<file path="src/rtl/trilinear_voxel_sampler_top_defines.svh">
// assertion macros for the trilinear voxel sampler
// expects clk and rst_n in the scope where a macro is used
`ifndef TRILINEAR_VOXEL_SAMPLER_TOP_DEFINES_SVH
`define TRILINEAR_VOXEL_SAMPLER_TOP_DEFINES_SVH

// same-cycle implication
`define TVS_ASSERT_IMP(lbl, ante, cons, msg) \
    lbl: assert property (@(posedge clk) disable iff (!rst_n) (ante) |-> (cons)) \
        else $error(msg);

// next-cycle implication
`define TVS_ASSERT_NXT(lbl, ante, cons, msg) \
    lbl: assert property (@(posedge clk) disable iff (!rst_n) (ante) |=> (cons)) \
        else $error(msg);

`endif

</file>
<file path="src/rtl/tvs_pkg.sv">
// shared constants and codes of the trilinear voxel sampler
// no dependencies
package tvs_pkg;

    localparam int POS_W     = 17;
    localparam int VOXEL_W   = 16;
    localparam int WCOORD_W  = 5;
    localparam int DIM_REG_W = 6;
    localparam int CFG_IDX_W = 2;

    localparam logic [DIM_REG_W-1:0] DIM_RESET = 6'd32;

    typedef enum logic [CFG_IDX_W-1:0] {
        REG_DIM_X = 2'd0,
        REG_DIM_Y = 2'd1,
        REG_DIM_Z = 2'd2
    } cfg_reg_t;

    typedef enum logic {
        REQ_WRITE  = 1'b0,
        REQ_SAMPLE = 1'b1
    } req_t;

endpackage

</file>
<file path="src/rtl/tvs_axis.sv">
// per-axis split: half-voxel shift, clamp, corner index and weights
// depends on tvs_pkg
module tvs_axis #(
    parameter int DIM_BITS  = 5,
    parameter int FRAC_BITS = 10
) (
    input  logic                              clk,
    input  logic                              en,
    input  logic [tvs_pkg::POS_W-1:0]         pos,
    input  logic [tvs_pkg::DIM_REG_W-1:0]     dim,
    output logic [DIM_BITS-1:0]               lo_reg,
    output logic [FRAC_BITS:0]                wlo_reg,
    output logic [FRAC_BITS:0]                whi_reg
);
    localparam int PW   = tvs_pkg::POS_W;
    localparam int IPW  = PW - 1 - FRAC_BITS;
    localparam int CW1  = (IPW > DIM_BITS + 1) ? IPW : DIM_BITS + 1;
    localparam int CW   = (CW1 > tvs_pkg::DIM_REG_W) ? CW1 : tvs_pkg::DIM_REG_W;
    localparam int HALF = 1 << (FRAC_BITS - 1);
    localparam int ONE  = 1 << FRAC_BITS;
    localparam int DMAX = 1 << DIM_BITS;

    logic [PW:0]            shifted;
    logic [PW-2:0]          p;
    logic [IPW-1:0]         ip;
    logic [FRAC_BITS-1:0]   f;
    logic [CW-1:0]          dim_ext;
    logic [CW-1:0]          eff;
    logic [CW-1:0]          top;
    logic [CW-1:0]          ip_ext;
    logic                   same;
    logic [DIM_BITS-1:0]    lo_next;
    logic [FRAC_BITS:0]     wlo_next;
    logic [FRAC_BITS:0]     whi_next;

    always_comb
    begin
        shifted = {pos[PW-1], pos} - (PW + 1)'(HALF);
        p       = shifted[PW] ? '0 : shifted[PW-2:0];
        ip      = p[PW-2:FRAC_BITS];
        f       = p[FRAC_BITS-1:0];
        dim_ext = CW'(dim);
        if (dim_ext == '0)
        begin
            eff = CW'(1);
        end
        else if (dim_ext > CW'(DMAX))
        begin
            eff = CW'(DMAX);
        end
        else
        begin
            eff = dim_ext;
        end
        top     = eff - CW'(1);
        ip_ext  = CW'(ip);
        lo_next = (ip_ext > top) ? top[DIM_BITS-1:0] : ip_ext[DIM_BITS-1:0];
        // zero fraction, or upper corner clamped onto lower: all weight goes to the lower corner
        same     = (f == '0) || (ip_ext >= top);
        whi_next = same ? '0 : {1'b0, f};
        wlo_next = same ? (FRAC_BITS + 1)'(ONE) : (FRAC_BITS + 1)'(ONE) - {1'b0, f};
    end

    always_ff @(posedge clk)
    begin
        if (en)
        begin
            lo_reg  <= lo_next;
            wlo_reg <= wlo_next;
            whi_reg <= whi_next;
        end
    end
endmodule

</file>
<file path="config.mk">
export PLATFORM = sky130hd
export DESIGN_NAME = tvs_axis
export DESIGN_NICKNAME = d
export VERILOG_FILES = /design/src/rtl/trilinear_voxel_sampler_top_defines.svh /design/src/rtl/tvs_pkg.sv /design/src/rtl/tvs_axis.sv
export SDC_FILE = /design/constraint.sdc
export NUM_CORES = 1
export LEC_CHECK = 0
export BUFFER_PORTS_ARGS = -buffer_cell sky130_fd_sc_hd__buf_2
export CAP_MARGIN = 5
export CORE_ASPECT_RATIO = 0.8
export CORE_MARGIN = 5
export CORE_UTILIZATION = 50
export CTS_BUF_LIST = sky130_fd_sc_hd__clkbuf_4 sky130_fd_sc_hd__clkbuf_8 sky130_fd_sc_hd__clkbuf_16
export CTS_CLUSTER_SIZE = 20
export DETAILED_ROUTE_END_ITERATION = 8
export GPL_ROUTABILITY_DRIVEN = 0
export PLACE_DENSITY = 0.81
export SETUP_SLACK_MARGIN = 0.4
export SYNTH_ARGS = -nofsm -noshare
export SYNTH_HDL_FRONTEND = slang
export SYNTH_SLANG_ARGS = --single-unit
</file>
<file path="constraint.sdc">
create_clock -name clk -period 4.69 [get_ports clk]
set_input_delay 0.469 -clock clk [delete_from_list [all_inputs] [get_ports clk]]
set_output_delay 0.469 -clock clk [all_outputs]
set_load 0.01 [all_outputs]
</file>
==> results of run 1 <==
==> cells in the mapped netlist (2+ instances only) <==
cell type	n	share of area [%]
a31oi_1	3	1.2
nor3_1	7	2.2
conb_1	2	0.46
mux2i_1	2	1.2
edfxtp_1	25	46
inv_1	10	2.3
o211ai_1	2	0.93
nand2_1	4	0.93
nand3_1	2	0.62
xnor2_1	6	3.2
mux2_2	2	1.4
a21oi_1	7	2.2
nor2b_1	2	0.77
buf_4	2	0.93
nor4_1	3	1.2
nor3b_1	10	4.6
o21ai_0	4	1.2
ha_1	9	7.0
and4_1	2	1.1
buf_2	3	0.93
nand2b_1	7	2.7
nor2_1	12	2.8
a21o_1	2	0.93
nand4_1	4	1.5
==> path summary, 6_finish.rpt <==
check         end  cells past startpoint
min    whi_reg[9]                      2
max    wlo_reg[3]                     12
==> layer usage <==
layer | track usage (%) | share of wire (%) | up-vias
met5 | 0 | 0 | -
met4 | 6.20 | 1.4 | 0
met3 | 3.15 | 7.4 | 4
met2 | 26.4 | 48 | 47
met1 | 20.4 | 44 | 621
li1 | - | - | 675
==> power breakdown <==
group / switching, W / internal, W
registers: 0.00000495 / 0.000274
clock network: 0.0000593 / 0.0000662
logic: 0.0000826 / 0.0000596
total: 0.000147 / 0.000400
==> kinds of logic after synthesis <==
| logic type | after synthesis | synth area share, % |
|---|---|---|
| AND/OR/NAND/NOR | 61 | 22.3 |
| AO/OA/AOI/OAI | 28 | 12.4 |
| flip-flops | 25 | 46.4 |
| buffers and inverters | 16 | 4.40 |
| adder cells (fa/ha/maj) | 9 | 6.96 |
| XOR/XNOR | 7 | 3.79 |
| multiplexers | 5 | 3.32 |
| other | 2 | 0.464 |
==> stage by stage <==
step                      utilization [%]  total power [W]  worst slack [ns]
after global placement               60.7         0.000422              1.24
after floorplan                         -         0.000370              1.66
after detailed placement             60.7         0.000426             0.975
after global routing                 62.2         0.000581             0.959
after CTS                            62.2         0.000549              1.26
final                                62.2         0.000547              1.23
==> critical path: stages <==
cell and delay (ns):
buf_2 0.13, inv_1 0.08, ha_1 0.18, nor3b_1 0.46, a21oi_1 0.38, nand2b_1 0.21, inv_1 0.06, ha_1 0.30
a21oi_1 0.16, o21a_1 0.22, o211ai_1 0.42, a2111oi_0 0.45
==> area by class of cell <==
type | count | area, µm² | area share [%]
Multi-Input combinational cell | 112 | 797 | 41.2
Sequential cell | 25 | 751 | 38.8
Timing Repair Buffer | 50 | 250 | 12.9
Tap cell | 40 | 50.0 | 2.59
Clock buffer | 4 | 48.8 | 2.52
Inverter | 10 | 37.5 | 1.94
==> reports/metrics.cfg, run 1 <==
[status]
status = complete, no violations

[setup_path]
cp_max_fo = 14
crit_type = in -> reg
worstSetupStartpointType = input port
cp.arrival_ns = 3.50
endpoint_kind = flop
critPathLaunch = pos[9]
crit_required_ns = 4.73

[floorplanning]
start_util_pct = 52.1
io_pins = 52
die_x_um = 73.6
rows = 18
die_height_um = 60.9
die_area_um2 = 4480
core_area_um2 = 3110

[run]
maxCapViolations = 0

[synthesis]
synth_area_um2 = 1620
synth.distinct_cells = 45
ys_ff_latch = 25
synthArstFlopShare_pct = 0
postSynthNetCount = 187
synth_edf_count = 25
synthFlopType = edfxtp_1
netlist_instances = 153
seq_area_frac_synth_pct = 46.4
yosys_warnings = 0
postSynthAreaPerCell_um2 = 10.6

[sta]
finalSetupViolCount = 0
fmax_mhz = 289
period_needed_ns = 3.46
finalSetupTns_ns = 0
fin_crit_sh_pct = 73.9
tightest_slew_ns = 1.00
hold_viol_final = 0
slew_violations = 0
whs_ns = 0.541
max_slew_margin_pct = 32.7
rsz0062_at_grt = no

[detailed_routing]
drt-initial-drc-count = 95
first_pass_iters = 5
wire_per_inst_um = 14.2
vias = 1347
antenna_left = 0
remaining_drc_errors = 0
routed_wirelength_mm = 3.41
via_per_inst = 5.59

[cells_and_area]
nets = 236
layoutNonFillerInstCount = 241
final_common_cell = buf_2
diodes = 0
syn_to_final_growth_pct = 19.5
final_cell_mix = buf_2 (50), edfxtp_1 (25), nor2_1 (12), nor3b_1 (10), inv_1 (10)
largest_reg_flops = 11
fillers = 269
final_layout_size_suffix_gt1_share_pct = 30.8
final_area_um2 = 1930

[power]
leakage_nw = 0.793
p_per_area_nw_per_um2 = 283
peakVddDrop_uv = 162

[global_route]
antenna_found_initial = 0
grt_use_total_pct = 15.8
grt_pass1_wl_mm = 5.47
overflow = 0
grt_pass1_vias = 1234
grt_max_degree = 26

[place]
place_hpwl_mm = 2.81
dp.cells = 237
placed_area_um2 = 1890
portBuffers = 50

[clocking]
cts.clk_slew.worst_paths_ns = 0.08
numClockSinks = 25
root_buffer = clkbuf_8
h-tree-depth = 1
cts_tree = built
cts_hold_buf = 0
clockBufferDepth = 2
cts_setup_buffers = 0
numCtsBuffers = 3
cts.repair.resized = 0

[hold_path]
hp-class = in -> reg
holdCritStartpoint = pos[9]

Note: power is estimated with default switching activity, not from simulation.
==> run 2: changes to the inputs <==
- clock period: 4.69 -> 3.5 ns (I/O delays scaled with it)
==> run 2 against run 1 <==
Sequential power grew 34%. Flip-flop and latch count is the same. Sequential share of layout area shrank 0.62 points. Clock power grew 32%. Non-clock buffer count grew 3. Critical path depth is the same. Worst hold slack lost 0.083 ns. Design area grew 1.6%. Via count grew 4.2%. Die area is the same. Total power grew 36%.
==> reports/metrics.cfg, run 2 (synthesis results as in run 1) <==
[status]
status = complete, no violations  ; unchanged

[floorplanning]
die_x_um = 73.6  ; unchanged
core_area_um2 = 3110  ; unchanged
start_util_pct = 52.1  ; unchanged
io_pins = 52  ; unchanged
die_area_um2 = 4480  ; unchanged
die_height_um = 60.9  ; unchanged
rows = 18  ; unchanged

[setup_path]
crit_required_ns = 3.52  ; was 4.73 ns
cp_max_fo = 5  ; was 14
cp.arrival_ns = 3.03  ; was 3.50 ns
endpoint_kind = flop  ; unchanged
crit_top_cell = ha_1
crit_type = in -> reg  ; unchanged
worstSetupStartpointType = input port  ; unchanged
cp_num_buf_inv = 2  ; was 3
critPathMaxStageDelay_ns = 0.39  ; was 0.46 ns
critPathTopFamily = compound AO/OA/AOI/OAI gates  ; unchanged
slowest_stage = mux2_2  ; was nor3b_1
cp_cell_sequence = buf_2, nor4_2, o21bai_1, ha_1, nor3b_1, o21ai_1, inv_1, ha_1, and4_1, o21ai_0, a32oi_2, mux2_2  ; was buf_2, inv_1, ha_1, nor3b_1, a21oi_1, nand2b_1, inv_1, ha_1, a21oi_1, o21a_1, o211ai_1, a2111oi_0

[power]
peakVddDrop_uv = 157  ; was 162 µV
leakage_nw = 0.809  ; was 0.793 nW
p_per_area_nw_per_um2 = 377  ; was 283 nW/µm²

[sta]
finalSetupViolCount = 0  ; unchanged
finalSetupTns_ns = 0  ; unchanged
slew_violations = 0  ; unchanged
tightest_slew_ns = 0.774  ; was 1.00 ns
fmax_mhz = 332
max_slew_margin_pct = 47.9  ; was 32.7%
rsz0062_at_grt = no  ; unchanged
fin_crit_sh_pct = 86.0
hold_viol_final = 0  ; unchanged
whs_ns = 0.458  ; was 0.541 ns
period_needed_ns = 3.01

[detailed_routing]
drt-initial-drc-count = 152  ; was 95
remaining_drc_errors = 0  ; unchanged
antenna_left = 0  ; unchanged
routed_wirelength_mm = 3.83  ; was 3.41 mm
first_pass_iters = 4  ; was 5
vias = 1404  ; was 1347
wire_per_inst_um = 15.7  ; was 14.2 µm
via_per_inst = 5.75  ; was 5.59

[global_route]
antenna_found_initial = 0  ; unchanged
overflow = 0  ; unchanged
grt_use_total_pct = 17.6  ; was 15.8%
grt_pass1_vias = 1311  ; was 1234
grt_max_degree = 26  ; unchanged
grt_pass1_wl_mm = 6.13  ; was 5.47 mm

[run]
maxCapViolations = 0  ; unchanged

[clocking]
clockBufferDepth = 2  ; unchanged
h-tree-depth = 1  ; unchanged
cts_tree = built  ; unchanged
numClockSinks = 25  ; unchanged
cts_hold_buf = 0  ; unchanged
cts.clk_slew.worst_paths_ns = 0.08  ; about the same
root_buffer = clkbuf_8  ; unchanged
numCtsBuffers = 3  ; unchanged

[cells_and_area]
syn_to_final_growth_pct = 21.4  ; was 19.5%
final_common_cell = buf_2  ; unchanged
nets = 239  ; was 236
final_cell_mix = buf_2 (50), edfxtp_1 (25), nor2_1 (12), inv_1 (10)  ; was buf_2 (50), edfxtp_1 (25), nor2_1 (12), nor3b_1 (10), inv_1 (10)
largest_reg_flops = 11  ; unchanged
final_layout_size_suffix_gt1_share_pct = 32.8  ; was 30.8%
diodes = 0  ; unchanged
fillers = 261  ; was 269

[place]
portBuffers = 50  ; unchanged
place_hpwl_mm = 2.94  ; was 2.81 mm

[hold_path]
hp-class = in -> reg  ; unchanged

run 2: changes by cell type in the layout (fill, tap and decap cells not counted), sizes merged:
cell / previous run / this run
buf: 50 / 53
clkbuf: 4 / 3
clkinv: 0 / 1
run 2: path summary, 6_finish.rpt:
| kind | from | end | slack, ns | cells after the start |
|---|---|---|---|---|
| min | pos[9] | whi_reg[9] | 0.46 | 2 |
| max | dim[1] | lo_reg[1] | 0.49 | 12 |
run 2: repair_timing:
item | 4_1_cts | 5_1_grt
gates resized for setup | 0 | 3
setup buffers | 0 | 1
endpoints found under the setup margin | 0 | 14
run 2: report_power, final:
| part | internal (W) | leakage (nW) | switching, W | total [W] |
|---|---|---|---|---|
| clock | 0.0000795 | 0.0255 | 0.0000870 | 0.000166 |
| sequential | 0.000368 | 0.241 | 0.00000640 | 0.000374 |
| combinational | 0.0000838 | 0.542 | 0.000117 | 0.000201 |
| total | 0.000531 | 0.809 | 0.000210 | 0.000741 |
run 2: layer usage:
metal / vias up / track usage (%) / wire [µm] / share of wire [%]
met1: 653 / 25.3 / 1700 / 45
met5: - / 0 / 0 / 0
met4: 0 / 4.39 / 62 / 1.6
li1: 674 / - / - / -
met3: 9 / 2.48 / 271 / 7.1
met2: 68 / 28.2 / 1790 / 47
run 2: area by class of cell:
cell class | count | area, µm² | share of cell area, %
clock buffers | 3 | 41.3 | 2.10
multi-input cells | 112 | 808 | 41.1
inverters | 10 | 37.5 | 1.91
repair buffers | 53 | 273 | 13.9
flip-flops and latches | 25 | 751 | 38.2
clock inverters | 1 | 5.00 | 0.255
well taps | 40 | 50.0 | 2.55
run 2: metrics by stage:
stage / utilization, % / setup slack [ns] / area (µm²) / instances / power (W)
floorplan: - / 0.589 / 1620 / 153 / 0.000495
global placement: 61.2 / 0.333 / 1900 / 239 / 0.000568
detailed placement: 61.2 / 0.151 / 1900 / 239 / 0.000576
CTS: 62.6 / 0.434 / 1950 / 243 / 0.000740
global route: 63.2 / 0.383 / 1970 / 244 / 0.000783
finish: 63.2 / 0.489 / 1970 / 244 / 0.000741
==> run 3: changes to the inputs <==
- RECOVER_POWER: unset -> 50
- TNS_END_PERCENT: unset -> 20
==> run 3 against run 2 <==
First-iteration DRC count is 1.3% higher. Combinational power decreased by 2%. Design area shrank 0.89%. Critical path depth is the same. Critical path type unchanged. Setup slack improved by 0.0038 ns. Fmax rose by 0.13%. Die area is the same. Total power down 0.27%.
==> reports/metrics.cfg, run 3 (synthesis results as in run 1) <==
[cells_and_area]
diodes = 0  ; unchanged
final_layout_size_suffix_gt1_share_pct = 26.0  ; was 32.8%
fin_util_pct = 62.7  ; was 63.2%
largest_reg_flops = 11  ; unchanged
final_common_cell = buf_2  ; unchanged
syn_to_final_growth_pct = 20.3  ; was 21.4%
nets = 239  ; unchanged
final_cell_mix = buf_2 (36), edfxtp_1 (25), clkbuf_1 (14), nor2_1 (12), inv_1 (10)  ; was buf_2 (50), edfxtp_1 (25), nor2_1 (12), inv_1 (10)

[setup_path]
endpoint_kind = flop  ; unchanged
cp_max_fo = 5  ; unchanged
cp.arrival_ns = 3.03  ; about the same
crit_type = in -> reg  ; unchanged
crit_required_ns = 3.52  ; about the same
worstSetupStartpointType = input port  ; unchanged

[detailed_routing]
routed_wirelength_mm = 3.83  ; about the same
first_pass_iters = 5  ; was 4
antenna_left = 0  ; unchanged
drt-initial-drc-count = 154  ; was 152
remaining_drc_errors = 0  ; unchanged
vias = 1393  ; was 1404
via_per_inst = 5.71  ; was 5.75
wire_per_inst_um = 15.7  ; about the same

[clocking]
cts.clk_slew.worst_paths_ns = 0.08  ; about the same
clockBufferDepth = 2  ; unchanged
cts_hold_buf = 0  ; unchanged
h-tree-depth = 1  ; unchanged
cts_tree = built  ; unchanged
numClockSinks = 25  ; unchanged
numCtsBuffers = 3  ; unchanged
root_buffer = clkbuf_8  ; unchanged

[power]
leakage_nw = 0.771  ; was 0.809 nW
p_per_area_nw_per_um2 = 380  ; was 377 nW/µm²
peakVddDrop_uv = 157  ; about the same

[floorplanning]
die_height_um = 60.9  ; unchanged
start_util_pct = 52.1  ; unchanged
core_area_um2 = 3110  ; unchanged
die_area_um2 = 4480  ; unchanged
die_x_um = 73.6  ; unchanged
rows = 18  ; unchanged
io_pins = 52  ; unchanged

[sta]
slew_violations = 0  ; unchanged
finalSetupTns_ns = 0  ; unchanged
finalSetupViolCount = 0  ; unchanged
hold_viol_final = 0  ; unchanged
fin_crit_sh_pct = 85.9  ; was 86.0%
rsz0062_at_grt = no  ; unchanged
tightest_slew_ns = 1.26  ; was 0.774 ns
period_needed_ns = 3.01  ; about the same
fmax_mhz = 332  ; about the same
max_slew_margin_pct = 15.9  ; was 47.9%

[global_route]
grt_pass1_wl_mm = 6.13  ; unchanged
grt_max_degree = 26  ; unchanged
overflow = 0  ; unchanged
grt_use_total_pct = 17.6  ; unchanged
grt_pass1_vias = 1311  ; unchanged
antenna_found_initial = 0  ; unchanged

[run]
maxCapViolations = 0  ; unchanged

[place]
place_hpwl_mm = 2.94  ; unchanged
portBuffers = 50  ; unchanged

[status]
status = complete, no violations  ; unchanged

[hold_path]
hp-class = in -> reg  ; unchanged

run 3: changes by cell type in the layout (fill, tap and decap cells not counted):
cell      delta
buf_2       -14
clkbuf_1    +14
run 3: layout make-up:
| class | instances | area (µm²) |
|---|---|---|
| timing repair buffer | 53 | 255 |
| tap | 40 | 50.0 |
| sequential | 25 | 751 |
| multi-input combinational | 112 | 808 |
| clock buffer | 3 | 41.3 |
| fill | 264 | 1160 |
| clock inverter | 1 | 5.00 |
| inverter | 10 | 37.5 |
run 3: repair_timing:
item | in CTS | in global routing
endpoints found under the setup margin | 0 | 14
setup buffers | 0 | 1
gates resized for setup | 0 | 3
endpoints found under the hold margin | 0 | 0
run 3: power breakdown:
group	switching, W	total (W)	internal, W
clock	0.0000883	0.000168	0.0000796
sequential	0.00000703	0.000375	0.000368
combinational	0.000117	0.000196	0.0000795
run 3: critical path, cell delays in order:
cell and delay (ns):
buf_2 0.12, nor4_2 0.28, o21bai_1 0.17, ha_1 0.27
nor3b_1 0.15, o21ai_1 0.22, inv_1 0.08, ha_1 0.31
and4_1 0.25, o21ai_0 0.11, a32oi_2 0.33, mux2_2 0.39
run 3: per-stage QoR:
step	instances	power (W)	instance area [µm²]	hold WS (ns)	setup slack (ns)
2_1_floorplan	153	0.000495	1620	0.462	0.589
3_3_place_gp	239	0.000568	1900	0.717	0.333
3_5_place_dp	239	0.000576	1900	0.723	0.151
4_1_cts	243	0.000740	1950	0.442	0.434
5_1_grt	244	0.000780	1950	0.448	0.383
6_report	244	0.000739	1950	0.458	0.492
run 3: final timing paths:
kind,depth (start not counted),slack (ns),startpoint,to
min,2,0.46,pos[9],whi_reg[9]
max,12,0.49,dim[1],lo_reg[1]
run 3: metal layers:
layer / global-route usage (%) / wire length, µm / share of wire, % / up-vias
met4: 4.39 / 53 / 1.4 / 0
met5: 0 / 0 / 0 / -
met1: 25.3 / 1710 / 45 / 641
met2: 28.2 / 1800 / 47 / 70
met3: 2.48 / 263 / 6.9 / 7
li1: - / - / - / 675
